### src/rtl/failure_backoff_cooldown_table_macros.svh
// Assertion macros used by the cooldown table controller.
`ifndef FAILURE_BACKOFF_COOLDOWN_TABLE_MACROS_SVH
`define FAILURE_BACKOFF_COOLDOWN_TABLE_MACROS_SVH

// Same-cycle implication, checked on every rising edge outside reset.
`define FBCT_ASSERT_IMP(name, ante, cons, msg) \
  name: assert property (@(posedge clk) disable iff (rst) (ante) |-> (cons)) else $error(msg);

// Next-cycle implication, checked on every rising edge outside reset.
`define FBCT_ASSERT_NXT(name, ante, cons, msg) \
  name: assert property (@(posedge clk) disable iff (rst) (ante) |=> (cons)) else $error(msg);

`endif

### src/rtl/fbct_pkg.sv
// Types, codes, constants and the backoff function of the cooldown table.
package fbct_pkg;

  localparam int FBCT_ENTRIES = 64;
  localparam int KEY_W        = 6;
  localparam int KEY_SPAN     = 1 << KEY_W;

  // Operation codes
  localparam logic [2:0] KIND_QUERY   = 3'd0;
  localparam logic [2:0] KIND_FAIL    = 3'd1;
  localparam logic [2:0] KIND_SUCCESS = 3'd2;
  localparam logic [2:0] KIND_PROBE   = 3'd3;
  localparam logic [2:0] KIND_CLEAR   = 3'd4;

  // Error types
  localparam logic [2:0] ERR_RATE_LIMIT       = 3'd0;
  localparam logic [2:0] ERR_AUTH             = 3'd1;
  localparam logic [2:0] ERR_BILLING          = 3'd2;
  localparam logic [2:0] ERR_TRANSIENT        = 3'd3;
  localparam logic [2:0] ERR_MODEL_MISSING    = 3'd4;
  localparam logic [2:0] ERR_TIMEOUT          = 3'd5;
  localparam logic [2:0] ERR_CONTEXT_OVERFLOW = 3'd6;
  localparam logic [2:0] ERR_UNKNOWN          = 3'd7;

  // Configuration register indexes
  localparam int CFG_IDX_W = 1;
  localparam logic [CFG_IDX_W-1:0] CFG_FAILURE_DECAY  = 1'd0;
  localparam logic [CFG_IDX_W-1:0] CFG_PROBE_INTERVAL = 1'd1;

  localparam logic [31:0] FAILURE_DECAY_RESET  = 32'd86400;
  localparam logic [31:0] PROBE_INTERVAL_RESET = 32'd30;

  // Backoff bases and caps in seconds
  localparam logic [14:0] BASE_MINUTE   = 15'd60;
  localparam logic [14:0] BASE_BILLING  = 15'd18000;
  localparam logic [14:0] BASE_TIMEOUT  = 15'd30;
  localparam logic [16:0] CAP_HOUR      = 17'd3600;
  localparam logic [16:0] CAP_DAY       = 17'd86400;
  localparam logic [16:0] CAP_TIMEOUT   = 17'd300;
  localparam logic [16:0] CAP_UNKNOWN   = 17'd600;
  localparam logic [23:0] AUTH_DELAY    = 24'd3600;
  localparam logic [2:0]  MAX_EXPONENT  = 3'd4;

  localparam logic [15:0] COUNT_MAX  = 16'hFFFF;
  localparam logic [23:0] REMAIN_MAX = 24'hFFFFFF;

  typedef struct packed {
    logic [2:0]  kind;
    logic [5:0]  key_index;
    logic [31:0] now_s;
    logic [2:0]  error_type;
    logic [23:0] retry_after_s;
  } fbct_in_t;

  typedef struct packed {
    logic        entry_present;
    logic        in_cooldown;
    logic [23:0] remaining_s;
    logic [15:0] fail_streak;
    logic        probe_granted;
  } fbct_out_t;

  typedef struct packed {
    logic        valid;
    logic [15:0] count;
    logic [31:0] last_fail;
    logic [31:0] last_probe;
    logic [31:0] deadline;
  } fbct_entry_t;

  typedef enum logic [2:0] {
    S_CLEAR,
    S_IDLE,
    S_EX1,
    S_EX2,
    S_WB
  } fbct_state_t;

  typedef struct packed {
    logic accept;
    logic ex1;
    logic ex2;
    logic commit;
    logic clr_step;
  } fbct_cmd_t;

  typedef struct packed {
    logic is_clear;
    logic clr_done;
  } fbct_sts_t;

  // base*5^expo capped per error type, auth fixed; expo limited to four.
  function automatic logic [23:0] backoff_delay(logic [2:0] etype, logic [2:0] expo);
    logic [14:0] base;
    logic [16:0] cap;
    logic [9:0]  mult;
    logic [24:0] prod;
    logic [23:0] res;
    base = '0;
    cap  = '0;
    case (expo)
      3'd0:    mult = 10'd1;
      3'd1:    mult = 10'd5;
      3'd2:    mult = 10'd25;
      3'd3:    mult = 10'd125;
      default: mult = 10'd625;
    endcase
    case (etype) inside
      ERR_RATE_LIMIT, ERR_TRANSIENT: begin
        base = BASE_MINUTE;
        cap  = CAP_HOUR;
      end
      ERR_BILLING: begin
        base = BASE_BILLING;
        cap  = CAP_DAY;
      end
      ERR_TIMEOUT: begin
        base = BASE_TIMEOUT;
        cap  = CAP_TIMEOUT;
      end
      ERR_UNKNOWN: begin
        base = BASE_MINUTE;
        cap  = CAP_UNKNOWN;
      end
      default: begin
        base = '0;
        cap  = '0;
      end
    endcase
    prod = 25'(base) * 25'(mult);
    res  = (prod < 25'(cap)) ? 24'(prod) : 24'(cap);
    if (etype == ERR_AUTH) begin
      res = AUTH_DELAY;
    end
    return res;
  endfunction

endpackage

### src/rtl/fbct_ctrl.sv
// Controller state machine: sequences the clearing sweep and each word's steps.
`include "failure_backoff_cooldown_table_macros.svh"

module fbct_ctrl import fbct_pkg::*; (
  input  logic      clk,
  input  logic      rst,
  input  logic      in_valid,
  output logic      in_stall,
  output logic      out_valid,
  input  logic      out_stall,
  input  fbct_sts_t sts,
  output fbct_cmd_t cmd
);

  fbct_state_t state, state_next;
  logic        out_free;

  assign out_free = !out_valid || !out_stall;

  always_ff @(posedge clk) begin
    if (rst) begin
      state     <= S_CLEAR;
      out_valid <= 1'b0;
    end else begin
      state     <= state_next;
      out_valid <= cmd.commit || (out_valid && out_stall);
    end
  end

  always_comb begin
    state_next = state;
    unique case (state)
      S_CLEAR: if (sts.clr_done) state_next = S_IDLE;
      S_IDLE:  if (in_valid) state_next = S_EX1;
      S_EX1:   state_next = S_EX2;
      S_EX2:   state_next = S_WB;
      S_WB: begin
        if (out_free) begin
          state_next = sts.is_clear ? S_CLEAR : S_IDLE;
        end
      end
      default: state_next = S_CLEAR;
    endcase
  end

  always_comb begin
    in_stall     = 1'b1;
    cmd          = '0;
    unique case (state)
      S_CLEAR: cmd.clr_step = 1'b1;
      S_IDLE: begin
        in_stall   = 1'b0;
        cmd.accept = in_valid;
      end
      S_EX1:   cmd.ex1 = 1'b1;
      S_EX2:   cmd.ex2 = 1'b1;
      S_WB:    cmd.commit = out_free;
      default: cmd = '0;
    endcase
  end

  `FBCT_ASSERT_IMP(a_commit_free, cmd.commit, !out_valid || !out_stall, "commit over a held result")
  `FBCT_ASSERT_NXT(a_valid_source, !out_valid && !cmd.commit, !out_valid, "result without commit")
  `FBCT_ASSERT_NXT(a_accept_step, cmd.accept, state == S_EX1 && in_stall, "accepted word not taken up")
  `FBCT_ASSERT_NXT(a_sweep_holds, state == S_CLEAR && !sts.clr_done, state == S_CLEAR,
                   "clearing sweep left early")

endmodule

### config.mk
export PLATFORM = sky130hd
export DESIGN_NAME = fbct_ctrl
export DESIGN_NICKNAME = d
export VERILOG_FILES = /design/src/rtl/fbct_pkg.sv /design/src/rtl/fbct_ctrl.sv
export VERILOG_INCLUDE_DIRS = /design/src /design/src/rtl
export SDC_FILE = /design/constraint.sdc
export NUM_CORES = 1
export LEC_CHECK = 0
export BUFFER_PORTS_ARGS = -buffer_cell sky130_fd_sc_hd__buf_4
export CORE_AREA = 3 3 40 42
export DETAILED_ROUTE_END_ITERATION = 16
export DIE_AREA = 0 0 43 45
export GPL_ROUTABILITY_DRIVEN = 0
export GPL_TIMING_DRIVEN = 0
export MAX_ROUTING_LAYER = met4
export PLACE_DENSITY = 0.48
export SYNTH_ARGS = -nofsm -noshare
export SYNTH_HDL_FRONTEND = slang
export SYNTH_SLANG_ARGS = --single-unit
### constraint.sdc
create_clock -name clk -period 3.03 [get_ports clk]
set_input_delay 0.303 -clock clk [delete_from_list [all_inputs] [get_ports clk]]
set_output_delay 0.303 -clock clk [all_outputs]
set_load 0.005 [all_outputs]
==> impl_metrics.json <==
{
  "layout.nets": 47,
  "track_usage_pct": 6.86,
  "ant_nets": 0,
  "setup_viol": 0,
  "max_cap_viol_count": 0,
  "start_util_pct": 16.6,
  "syn_inst": 24,
  "cts_hold_buffers": 0,
  "cp.required_ns": 2.73,
  "viasPerCell": 4.22,
  "die_y_um": 45,
  "fillCellCount": 144,
  "cts_inserted_buffers": 3,
  "mostFrequentLayoutCells": "buf_4 (12), dfxtp_1 (4), nor2_1 (3), clkbuf_4 (3)",
  "grt_max_degree": 10,
  "synth-seq-area-share_pct": 37.6,
  "drt-initial-drc-count": 3,
  "wirelength_um": 543,
  "clock-sinks": 4,
  "diodes": 0,
  "drc": 0,
  "setup_ws_ns": 1.32,
  "outcome": "finished clean",
  "ir_worst_vdd_mv": 0.138,
  "ys_warn_count": 0,
  "post-place-ws_ns": 1.56,
  "io_buffers": 12,
  "netlist-cell-type-count": 14,
  "dp_hpwl_um": 414,
  "rows": 13,
  "drive_gt1_share_pct": 59.0,
  "crit_type": "reg -> out",
  "maxSlewViolCount": 0,
  "fin_worst_skew_ns": 0.00263,
  "drt-wirelength-per-cell_um": 10.1,
  "placeableCoreArea_sq_um": 1280,
  "end_kind": "output port",
  "period_needed_ns": 1.71,
  "areaGrowthSynthToFinish_pct": 61.8,
  "vias": 228,
  "grt_pass1_wl_um": 917,
  "ys_ff_latch": 4,
  "cts_tree": "yes",
  "grt_pass1_vias": 237,
  "io_pins": 13,
  "tightestPinTransition_ns": 0.231,
  "netlist_area_sq_um": 213,
  "start_kind": "register",
  "layout_commonest_cell": "buf_4",
  "clk_pin_slew_ns": 0.04,
  "cp_max_fo": 8,
  "antenna_found_initial": 0,
  "fmax_mhz": 583,
  "hold_class": "in -> reg",
  "drtPass1Iterations": 2,
  "hold_viol": 0,
  "finalCritPeriodShare_pct": 56.6,
  "clock_latency_ns": 0.23,
  "relSlewSlack_pct": 84.6,
  "avgSynthCellArea_sq_um": 8.86,
  "cts-resized-gates": 0,
  "dieArea_sq_um": 1940,
  "rsz0062_at_grt": "no",
  "grt_overflow": 0,
  "final_cells": 54,
  "p_leak_nw": 0.149,
  "tns_ns": 0,
  "power.density_nw_per_um2": 442,
  "root_buffer": "clkbuf_4",
  "cp.arrival_ns": 1.41,
  "dpl.cell_count": 51,
  "cts_setup_buffers": 0,
  "htreeDepth": 1,
  "synth_nets": 30,
  "die_x_um": 43,
  "clockBufferDepth": 2
}
## critical path, cell delays in order (launching register included)
cell and delay (ns):
dfxtp_1 0.42, or3b_2 0.50, a21oi_1 0.13, buf_4 0.12
## flip-flops by register name, indices dropped and copies added, names as in the netlist
register,count
out_valid,1
state,3
## per-stage QoR
step	utilization, %	hold WS (ns)	power, mW	area [sq um]
detailed placement	25.0	0.499	0.0868	322
global placement	25.0	0.499	0.0869	322
global route	26.8	0.250	0.162	344
finish	26.8	0.257	0.152	344
CTS	26.8	0.253	0.156	344
floorplan	-	0.372	0.0706	213
## final cells by class
| class | instances | area, sq um | area share, % |
|---|---|---|---|
| Clock buffer | 3 | 22.5 | 6.55 |
| Multi-Input combinational cell | 19 | 129 | 37.5 |
| Tap cell | 15 | 18.8 | 5.45 |
| Inverter | 1 | 3.75 | 1.09 |
| Sequential cell | 4 | 80.1 | 23.3 |
| Timing Repair Buffer | 12 | 90.1 | 26.2 |
## cell usage after synthesis
cell,instances,area (sq um)
or3b_2,2,17.5
a311oi_1,1,8.76
nand2_1,2,7.51
and3b_2,1,10.0
o21ba_2,1,10.0
and2_2,1,7.51
o21ai_0,1,5.00
nor3_1,2,10.0
nor2_1,3,11.3
a21oi_1,2,10.0
inv_1,1,3.75
dfxtp_1,4,80.1
mux2_2,1,11.3
or4b_2,2,20.0
## where the power goes
group	total, mW	internal, mW	switching (mW)
Clock	0.0668	0.0444	0.0224
Sequential	0.0597	0.0554	0.00427
Combinational	0.0257	0.0173	0.00836
## cells by family after synthesis
group,Yosys count,synth area share (%)
buf+inv,1,1.76
compound gates,5,15.9
flops,4,37.6
mux,1,5.29
simple gates,13,39.4
## layer usage
layer | GRT usage, % | share of wire, % | vias to the layer above
met5 | - | 0 | -
met4 | 7.23 | 0 | 0
met3 | 2.39 | 0 | 0
met2 | 11.4 | 62 | 0
met1 | 5.78 | 38 | 110
li1 | - | - | 118
## worst paths after layout
path                              start                     to  slack (ns)  cells after the start
setup / recovery  state[2]$_SDFFE_PP0P_                 cmd[1]        1.32                      3
hold / removal                      rst  state[0]$_SDFFE_PP0P_        0.26                      2
setup reg to reg  state[1]$_SDFFE_PP0P_  state[0]$_SDFFE_PP0P_        1.64                      2
hold reg to reg    out_valid$_SDFF_PP0_   out_valid$_SDFF_PP0_        0.51                      2
(Power assumes the default switching activity.)
